$ cat src/fgcc_pkg.sv
// ============================================================================
// fgcc_pkg
// Shared widths, codes and types of the functional graph cycle counter.
// ============================================================================
package fgcc_pkg;

    localparam int MAX_NODES = 1024;
    localparam int SUCC_W    = 11;
    localparam int IDX_W     = $clog2(MAX_NODES);
    localparam int CNT_W     = $clog2(MAX_NODES + 1);
    localparam int DEG_W     = $clog2(MAX_NODES + 2);
    localparam int CMP_W     = (SUCC_W > CNT_W) ? SUCC_W : CNT_W;

    // A peeled node carries this degree, which no live in-degree can reach.
    localparam logic [DEG_W-1:0] DEG_PEELED = {DEG_W{1'b1}};

    typedef struct packed {
        logic             en;
        logic [IDX_W-1:0] idx;
        logic [IDX_W-1:0] succ;
    } fgcc_load_t;

    typedef struct packed {
        logic             ok;
        logic [CNT_W-1:0] n;
    } fgcc_close_t;

    typedef struct packed {
        logic             busy;
        logic             done;
        logic [CNT_W-1:0] cycles;
    } fgcc_eng_stat_t;

endpackage

$ cat src/fgcc_intake.sv
// ============================================================================
// fgcc_intake
// Numbers arriving nodes, validates successors on the fly and produces the
// memory write for each stored node and the verdict when a graph closes.
// ============================================================================
module fgcc_intake
(
    input  logic                 clk,
    input  logic                 rst_n,
    input  logic                 take,
    input  logic                 last_node,
    input  logic [fgcc_pkg::SUCC_W-1:0] successor,
    output fgcc_pkg::fgcc_load_t  load,
    output fgcc_pkg::fgcc_close_t verdict
);
    import fgcc_pkg::*;

    logic [CNT_W-1:0]  cnt_reg;
    logic [CNT_W-1:0]  cnt_next;
    logic              err_reg;
    logic              err_next;
    logic [SUCC_W-1:0] max_reg;
    logic [SUCC_W-1:0] max_next;
    logic              full;

    assign full = (cnt_reg == CNT_W'(MAX_NODES));

    always_comb
    begin
        cnt_next = cnt_reg;
        err_next = err_reg;
        max_next = max_reg;
        if (full)
        begin
            err_next = 1'b1;
        end
        else
        begin
            cnt_next = cnt_reg + CNT_W'(1);
            if (successor == '0)
            begin
                err_next = 1'b1;
            end
            if (successor > max_reg)
            begin
                max_next = successor;
            end
        end
    end

    assign load.en   = take && !full;
    assign load.idx  = IDX_W'(cnt_reg);
    assign load.succ = IDX_W'(successor - SUCC_W'(1));

    assign verdict.ok = !err_next && (CMP_W'(max_next) <= CMP_W'(cnt_next));
    assign verdict.n  = cnt_next;

    always_ff @(posedge clk or negedge rst_n)
    begin
        if (!rst_n)
        begin
            cnt_reg <= '0;
            err_reg <= 1'b0;
            max_reg <= '0;
        end
        else if (take)
        begin
            if (last_node)
            begin
                cnt_reg <= '0;
                err_reg <= 1'b0;
                max_reg <= '0;
            end
            else
            begin
                cnt_reg <= cnt_next;
                err_reg <= err_next;
                max_reg <= max_next;
            end
        end
    end

endmodule

$ cat config.mk
export PLATFORM = sky130hd
export DESIGN_NAME = fgcc_intake
export DESIGN_NICKNAME = d
export VERILOG_FILES = /design/src/fgcc_pkg.sv /design/src/fgcc_intake.sv
export SDC_FILE = /design/constraint.sdc
export NUM_CORES = 1
export LEC_CHECK = 0
export BUFFER_PORTS_ARGS = -buffer_cell sky130_fd_sc_hd__buf_2
export CORE_MARGIN = 8
export CORE_UTILIZATION = 52
export CTS_BUF_LIST = sky130_fd_sc_hd__clkbuf_4
export CTS_CLUSTER_SIZE = 10
export DETAILED_ROUTE_END_ITERATION = 10
export GPL_ROUTABILITY_DRIVEN = 0
export PLACE_DENSITY = 0.86
export SETUP_SLACK_MARGIN = 0.2
export SLEW_MARGIN = 15
export SYNTH_ARGS = -nofsm -noshare
export SYNTH_HDL_FRONTEND = slang
export SYNTH_SLANG_ARGS = --single-unit
$ cat constraint.sdc
create_clock -name clk -period 3.42 [get_ports clk]
set_input_delay 0.342 -clock clk [delete_from_list [all_inputs] [get_ports clk]]
set_output_delay 0.342 -clock clk [all_outputs]
set_load 0.005 [all_outputs]
== Word level (Yosys, flattened, before mapping) ==
Index checks and enable logic that the tools add are counted.
Storage, ports and cells
  register bits: 23
  latch bits: 0
  memory bits (writable): 0
  output and inout port bits: 33
  word-level logic and storage cells: 21
  memories: 0
  input port bits: 15
  ROM bits: 0
Cells by class
  add/sub/neg operators: 2
  magnitude comparators: 2
  reductions and logical operators: 5
  mux-type cells: 8
  div/mod/pow operators: 0
  equality and inequality tests: 1
  $mul: 0
  shift-type cells: 0
  bitwise operators: 0
Operator list (number)
  11-bit two-way mux: 5
  11-bit by 1-bit adder with 11-bit output, second input constant: 1
  11-bit == test, second input constant: 1
  11-bit greater-than comparator: 1
  11-bit less-or-equal comparator: 1
  11-bit logical NOT: 1
  10-bit by 1-bit subtractor with 10-bit output, second input constant: 1
  1-bit two-way mux: 3
  1-bit logical AND: 2
  1-bit logical NOT: 2

== Longest topological paths before layout ==
Gate-level depths: netlist (run 1).
  word-level depth: 5
  depth in mapped cells: 14
  mapped depth without buffers: 13

== Worst setup path before layout (run 1) ==
Ideal clock, no wire load.
  kind: reg-to-output
  start point: reg max_reg[6]
  end point: out verdict[11] (netlist bit)
  data arrival time: 2964 ps
  cell stages (with the launch flop): 14
  data required time: 3078 ps
  buffers on the path: 0
  setup slack: 114 ps
  path through: dfrtp_1 > inv_1 > ha_1 > a21oi_2 > o21ai_2 > a2111oi_4 > nor2_4 > mux2_2 > ha_1 > a21o_1 > a21o_1 > a21oi_1 > o211ai_1 > a31oi_1
RTL lines
  start, declared: line fgcc_intake.sv:22  | logic [SUCC_W-1:0] max_reg;
  start signal, assigned: line fgcc_intake.sv:78  | max_reg <= max_next;
  end, declared: line fgcc_intake.sv:14  | output fgcc_pkg::fgcc_close_t verdict

==> results.sh, run 1 <==
export IMPL_ir_drop_uv=311
export IMPL_cp_data_arrival_time_ns=3.64
export IMPL_drive_gt1_frac=0.427
export IMPL_critPathMaxFanout=7
export IMPL_hold_ws_ns=-0.0343
export IMPL_hold_path_class="primary input to asynchronous set/reset pin"
export IMPL_p_int_mw=0.962
export IMPL_seqPwrFrac=0.216
export IMPL_grt_max_degree=28
export IMPL_synth_top_cell_area_share=0.251
export IMPL_crit_path_end_kind="primary output"
export IMPL_dr_first_iter_drc_count=185
export IMPL_fmax_mhz=251
export IMPL_hold_viol=23
export IMPL_insertion_delay_ns=0.35
export IMPL_start_util=0.535
export IMPL_synthesis_area_um2=2300
export IMPL_status="finished with violations"
export IMPL_final_cell_area_um2=3270
export IMPL_die_x_um=82.4
export IMPL_dpl_cell_area_um2=2740
export IMPL_ys_warn_count=0
export IMPL_ant_nets=0
export IMPL_power_frac_comb=0.689
export IMPL_final_cell_mix="buf_2, buf_4, buf_6"
export IMPL_root_buffer="clkbuf_4"
export IMPL_synth_area_per_cell_um2=8.54
export IMPL_syn_inst=269
export IMPL_swShare=0.411
export IMPL_core_area_um2=4290
export IMPL_tightest_slew_ns=0.607
export IMPL_viasPerCell=6.17
export IMPL_wl_per_cell_um=21.0
export IMPL_cp_data_required_time_ns=3.08
export IMPL_routed_wl_um=8710
export IMPL_grt_pass1_vias=2728
export IMPL_ys_seq_elements=23
export IMPL_hold_buffers=0
export IMPL_crit_type="flop to primary output"
export IMPL_io_pins=48
export IMPL_maxCapViolations=0
export IMPL_synthTopCellsByArea="dfrtp_1, ha_1, inv_1"
export IMPL_power_switching_mw=0.671
export IMPL_violations="negative hold slack, negative setup slack"
export IMPL_p_clk_frac=0.095
export IMPL_htree_levels=1
export IMPL_route_detailed_drc=0
export IMPL_period_share=1.17
export IMPL_clkTransAtPathRegs_ns=0.15
export IMPL_syn_nets=309
export IMPL_path_cells="inv_1 > ha_1 > nand4_1 > a211oi_2 > a2111oi_4 > nor2_4 > mux2_2 > ha_1 > nand4_1 > nor2_1 > a211oi_2 > o211ai_1 > a31oi_1 > buf_2"
export IMPL_die_h_um=82.4
export IMPL_diodes=0
export IMPL_yosysSeqAreaShare=0.251
export IMPL_worstSetupStartpointType="flop"
export IMPL_drt_pass1_iter_count=5
export IMPL_finClkSkew_ns=0.00820
export IMPL_slowest_delay_ns=0.41
export IMPL_slew_headroom=0.595
export IMPL_cts_buffers=3
export IMPL_num_vias=2561
export IMPL_ys_types=45
export IMPL_postLayoutSetupSlackWorst_ns=-0.567
export IMPL_slew_violations=0
export IMPL_fin_crit_ns=3.99
export IMPL_std_cell_rows=24
export IMPL_power_density_nw_per_um2=500
export IMPL_portBuffers=47
export IMPL_clockBufferDepth=2
export IMPL_numClockSinks=23
export IMPL_gr_usage_all_layers=0.247
export IMPL_power_leakage_nw=1.64
export IMPL_antenna_found_initial=0
export IMPL_fin_nets=404
export IMPL_synth_top_cell_by_area="dfrtp_1"
export IMPL_rsz0062_at_grt="yes"
export IMPL_place_hpwl_um=5000
export IMPL_syn2layout_area_growth_pct=42.2
export IMPL_grt_pass1_wl_um=13000
export IMPL_cts_tree="done"
export IMPL_grt_ovfl_total=0
export IMPL_die_area_um2=6800
export IMPL_cp_slowest_cell="dfrtp_1"
export IMPL_setup_viol=2
export IMPL_layout_commonest_cell="buf_2"
## layout make-up
cell class              count  area, µm²
clock buffers               4       30.0
repair buffers            112        832
well taps                  52       65.1
multi-input cells         194       1650
fillers                   282       1030
flip-flops and latches     23        576
inverters                  30        113
## what timing repair did
item,in CTS,in global routing
pin swaps,15,5
gates resized for setup,22,27
setup endpoints to repair,1,2
gates cloned,0,0
setup buffers,32,1
## routing by layer
| metal | track usage | routed length, µm | part of all wire |
|---|---|---|---|
| met5 | 0 | 0 | 0 |
| met4 | 0.163 | 543 | 0.062 |
| met3 | 0.0357 | 689 | 0.079 |
| met2 | 0.417 | 4200 | 0.48 |
| met1 | 0.284 | 3270 | 0.38 |
## power groups by stage
stage          clock (mW)  combinational [mW]  sequential, mW
3_3_place_gp            0               0.682           0.347
6_report            0.156                1.13           0.352
4_1_cts             0.147               0.953           0.344
2_1_floorplan           0               0.488           0.346
5_1_grt             0.165                1.20           0.355
3_5_place_dp            0               0.721           0.349
## path summary, 6_finish.rpt
kind | slack [ns] | to | start | cells after the start
max in group asynchronous | 3.05 | max_reg[3]$_DFFE_PN0P_ | rst_n | 1
worst min-delay path | -0.03 | cnt_reg[9]$_DFFE_PN0P_ | rst_n | 1
worst min register to register | 0.54 | max_reg[1]$_DFFE_PN0P_ | max_reg[1]$_DFFE_PN0P_ | 2
worst max-delay path | -0.57 | verdict[11] | max_reg[9]$_DFFE_PN0P_ | 14
min in group clk | 0.48 | cnt_reg[1]$_DFFE_PN0P_ | take | 2
worst max register to register | -0.07 | max_reg[5]$_DFFE_PN0P_ | max_reg[5]$_DFFE_PN0P_ | 27
## stage by stage
step | utilization | setup TNS, ns | std cells | worst slack [ns] | power, mW
2_1_floorplan | - | 0 | 269 | 0.205 | 0.834
3_3_place_gp | 0.637 | 0 | 378 | 0.00103 | 1.03
3_5_place_dp | 0.637 | -0.0635 | 378 | -0.0635 | 1.07
4_1_cts | 0.734 | -0.529 | 414 | -0.318 | 1.44
5_1_grt | 0.760 | -0.691 | 415 | -0.596 | 1.72
6_report | 0.760 | -0.639 | 415 | -0.567 | 1.63
## cell families after synthesis
group,Yosys count,synth area share
flops,23,0.251
fa+ha+maj,25,0.136
compound gates,51,0.186
xor+xnor,16,0.0610
simple gates,89,0.193
mux,13,0.0632
buf+inv,52,0.110
## synthesized netlist by cell type (all sizes together)
cell type,number
inv,30
nand2,28
ha,25
dfrtp,23
nor2,21
buf,15
xor2,12
or4,11
o21ai,10
mux2,9
nand3,9
o311ai,8
clkbuf,7
nor3,6
a21oi,5
nand4,5
o2bb2ai,5
a21o,4
a22o,4
mux2i,4
o211ai,4
xnor2,4
a211oi,3
o31ai,3
nor2b,2
nor4,2
a2111oi,1
a211o,1
a31oi,1
and3,1
and4,1
nand2b,1
nand3b,1
o22ai,1
o41ai,1
or4b,1
## worst max-delay path, delay by kind of cell, from the launching register on
family                   cells  cell delay (ns)
AO/OA/AOI/OAI                5             0.93
adder cells (fa/ha/maj)      2             0.63
buffers and inverters        2             0.26
flip-flops                   1             0.41
multiplexers                 1             0.41
AND/OR/NAND/NOR              4             0.65
No activity file was read; power rests on OpenSTA's default activity.
==> run 2, diff against run 1 <==
ABC_AREA = 1   (was default)
CORE_UTILIZATION = 51   (was 52)
==> run 2 against run 1 <==
  * The flow now finishes without violations
  * Synthesized cell count increased by 16%
  * Critical path depth rose by 4
  * Design area fell by 11%
  * Final cell count rose by 3.9%
  * Synthesized area decreased by 3.9%
  * Core utilization shrank 7.6 points
  * Maximum frequency rose by 18%
  * Total power down 25%
  * First-iteration DRC count down 19%
  * Largest power group unchanged
==> results.sh, run 2 <==
export IMPL_synthTopCellsByArea="dfrtp_1, ha_1, nand2_1"
export IMPL_route_detailed_drc=0
export IMPL_ys_warn_count=0
export IMPL_io_pins=48
export IMPL_synth_most_common_cell="nand2_1"
export IMPL_period_share=0.991
export IMPL_insertion_delay_ns=0.34
export IMPL_finClkSkew_ns=0.00728
export IMPL_portBuffers=47
export IMPL_cp_slowest_cell="dfrtp_1"
export IMPL_worstSetupStartpointType="flop"
export IMPL_synth_top_cell_area_share=0.261
export IMPL_fin_crit_ns=3.39
export IMPL_async_flop_share=1.00
export IMPL_ys_types=27
export IMPL_final_cell_mix="nand2_1, inv_1, buf_2"
export IMPL_r2r_slack_ns=0.12
export IMPL_whs_path_depth=2
export IMPL_cp_data_arrival_time_ns=3.05
export IMPL_hold_start="take"
export IMPL_rr_worst_depth=26
export IMPL_grt_max_degree=24
export IMPL_yosys_most_used_dff="dfrtp_1"
export IMPL_postLayoutSetupSlackWorst_ns=0.0307
export IMPL_viasPerCell=5.48
export IMPL_clockBufferDepth=2
export IMPL_drt_pass1_iter_count=4
export IMPL_num_vias=2363
export IMPL_dr_first_iter_drc_count=149
export IMPL_synth_edf_count=0
export IMPL_synth_area_per_cell_um2=7.05
export IMPL_die_x_um=81.8
export IMPL_crit_path_end_kind="primary output"
export IMPL_die_h_um=81.8
export IMPL_diodes=0
export IMPL_ant_nets=0
export IMPL_power_density_nw_per_um2=418
export IMPL_die_area_um2=6690
export IMPL_clkTransAtPathRegs_ns=0.14
export IMPL_wl_per_cell_um=15.4
export IMPL_core_area_um2=4260
export IMPL_syn_nets=353
export IMPL_cp_data_required_time_ns=3.08
export IMPL_synth_top_family_by_area="simple AND/OR/NAND/NOR gates"
export IMPL_yosysSeqAreaShare=0.261
export IMPL_gr_usage_all_layers=0.191
export IMPL_synth_xor_area_frac=0.0516
export IMPL_fin_nets=420
export IMPL_ir_drop_uv=190
export IMPL_htree_levels=1
export IMPL_ys_seq_elements=23
export IMPL_critPathMaxFanout=6
export IMPL_syn2layout_area_growth_pct=32.4
export IMPL_grt_pass1_vias=2322
export IMPL_place_hpwl_um=4270
export IMPL_path_cells="inv_2 > ha_4 > nand2_2 > inv_2 > nand2_4 > nor2_4 > nand3b_1 > nand3_4 > buf_6 > buf_4 > nand2_2 > and2_4 > ha_1 > nand2_1 > nor2_1 > nand4_1 > a21oi_2 > buf_2"
export IMPL_regToRegStartpoint="max_reg[8]$_DFFE_PN0P_"
export IMPL_status="finished, final reports clean"
export IMPL_placed_cells=397
export IMPL_cts_buffers=3
export IMPL_hold_end="max_reg[10]$_DFFE_PN0P_"
export IMPL_place_ws_ns=0.235
export IMPL_dpl_cell_area_um2=2390
export IMPL_start_util=0.517
export IMPL_yosys_top_cells_count="nand2_1, inv_1, ha_1, dfrtp_1, nand3_1"
export IMPL_synth_mux_area_fraction=0
export IMPL_tightest_slew_ns=0.564
export IMPL_hold_viol=0
export IMPL_drive_gt1_frac=0.351
export IMPL_crit_type="flop to primary output"
export IMPL_synth_top_cell_by_area="dfrtp_1"
export IMPL_rsz0062_at_grt="yes"
export IMPL_synthesis_area_um2=2210
export IMPL_grt_ovfl_total=0
export IMPL_numClockSinks=23
export IMPL_final_cells=431
export IMPL_cts_tree="done"
export IMPL_root_buffer="clkbuf_4"
export IMPL_synthAdderAreaFrac=0.142
export IMPL_hold_ws_ns=0.366
export IMPL_hold_path_class="primary input to flop"
export IMPL_power_leakage_nw=1.58
export IMPL_final_cell_area_um2=2920
export IMPL_grt_pass1_wl_um=10200
export IMPL_slew_headroom=0.624
export IMPL_synth_compound_area_frac=0.0681
export IMPL_routed_wl_um=6630
export IMPL_fmax_mhz=295
export IMPL_slew_violations=0
export IMPL_slowest_delay_ns=0.41
export IMPL_post_route_util=0.685
export IMPL_num_fill_cells=333
export IMPL_synth_simple_area_share=0.313
export IMPL_maxCapViolations=0
export IMPL_reg2reg_to="max_reg[8]$_DFFE_PN0P_"
export IMPL_syn_inst=313
export IMPL_std_cell_rows=24
export IMPL_layout_commonest_cell="nand2_1"
export IMPL_antenna_found_initial=0
export IMPL_setup_viol=0
[run 2: cell types whose count changed in the layout (fill, tap and decap cells not counted), sizes merged, moves of 5 or more]
cell     delta
and2       +10
buf        -35
inv        +32
mux2        -9
nand2      +47
nand3      +13
nand4      +11
o22ai       +9
o2bb2ai     -5
o311ai      -8
or4        -11
[run 2: cell families (layout without fill, tap and decap cells)]
family,Yosys count,count (layout)
AO/OA/AOI/OAI,27,27
flip-flops,23,23
buffers and inverters,79,144
XOR/XNOR,13,13
adder cells (fa/ha/maj),25,25
AND/OR/NAND/NOR,146,147
[run 2: critical path: cells and delay by family (launching register included)]
family                     cells  cell delay [ns]
buffers and inverters          5             0.50
adders and majority gates      2             0.53
AOI/OAI and AO/OA              1             0.16
DFF                            1             0.41
and+or+nand+nor               10             1.11
[run 2: worst max-delay path by stage]
stage	startpoint	to	slack, ns
floorplan	max_reg[10]$_DFFE_PN0P_	verdict[11]	0.77
global placement	successor[8]	verdict[11]	0.31
detailed placement	successor[8]	verdict[11]	0.24
CTS	max_reg[9]$_DFFE_PN0P_	verdict[11]	0.11
global route	max_reg[9]$_DFFE_PN0P_	verdict[11]	-0.15
finish	max_reg[9]$_DFFE_PN0P_	verdict[11]	0.03
[run 2: report_power, final]
part | total [mW] | internal [mW] | switching [mW]
clock | 0.141 | 0.0442 | 0.0971
sequential | 0.328 | 0.302 | 0.0256
combinational | 0.752 | 0.365 | 0.387
[run 2: layer usage]
layer,track usage,vias to the layer above,part of all wire
li1,-,1133,-
met1,0.236,1092,0.39
met2,0.324,117,0.49
met3,0.0252,21,0.080
met4,0.0842,0,0.035
met5,0,-,0
[run 2: final cells by class]
cell class / instances / area, µm² / share of cell area
Tap cell: 52 / 65.1 / 0.0223
Clock inverter: 1 / 5.00 / 0.00171
Sequential cell: 23 / 576 / 0.197
Multi-Input combinational cell: 212 / 1490 / 0.510
Inverter: 62 / 233 / 0.0797
Timing Repair Buffer: 78 / 531 / 0.182
Clock buffer: 3 / 22.5 / 0.00771
[run 2: repair_timing]
action,in CTS,in global routing
gates resized for setup,16,47
pin swaps,10,16
endpoints found under the setup margin,1,2
buffers inserted,23,5
hold endpoints to repair,3,0
hold buffers,1,0
cloned,1,0
[run 2: stage by stage]
| stage | total power, mW | TNS [ns] |
|---|---|---|
| 2_1_floorplan | 0.667 | 0 |
| 3_3_place_gp | 0.764 | 0 |
| 3_5_place_dp | 0.785 | 0 |
| 4_1_cts | 1.04 | 0 |
| 5_1_grt | 1.31 | -0.149 |
| 6_report | 1.22 | 0 |
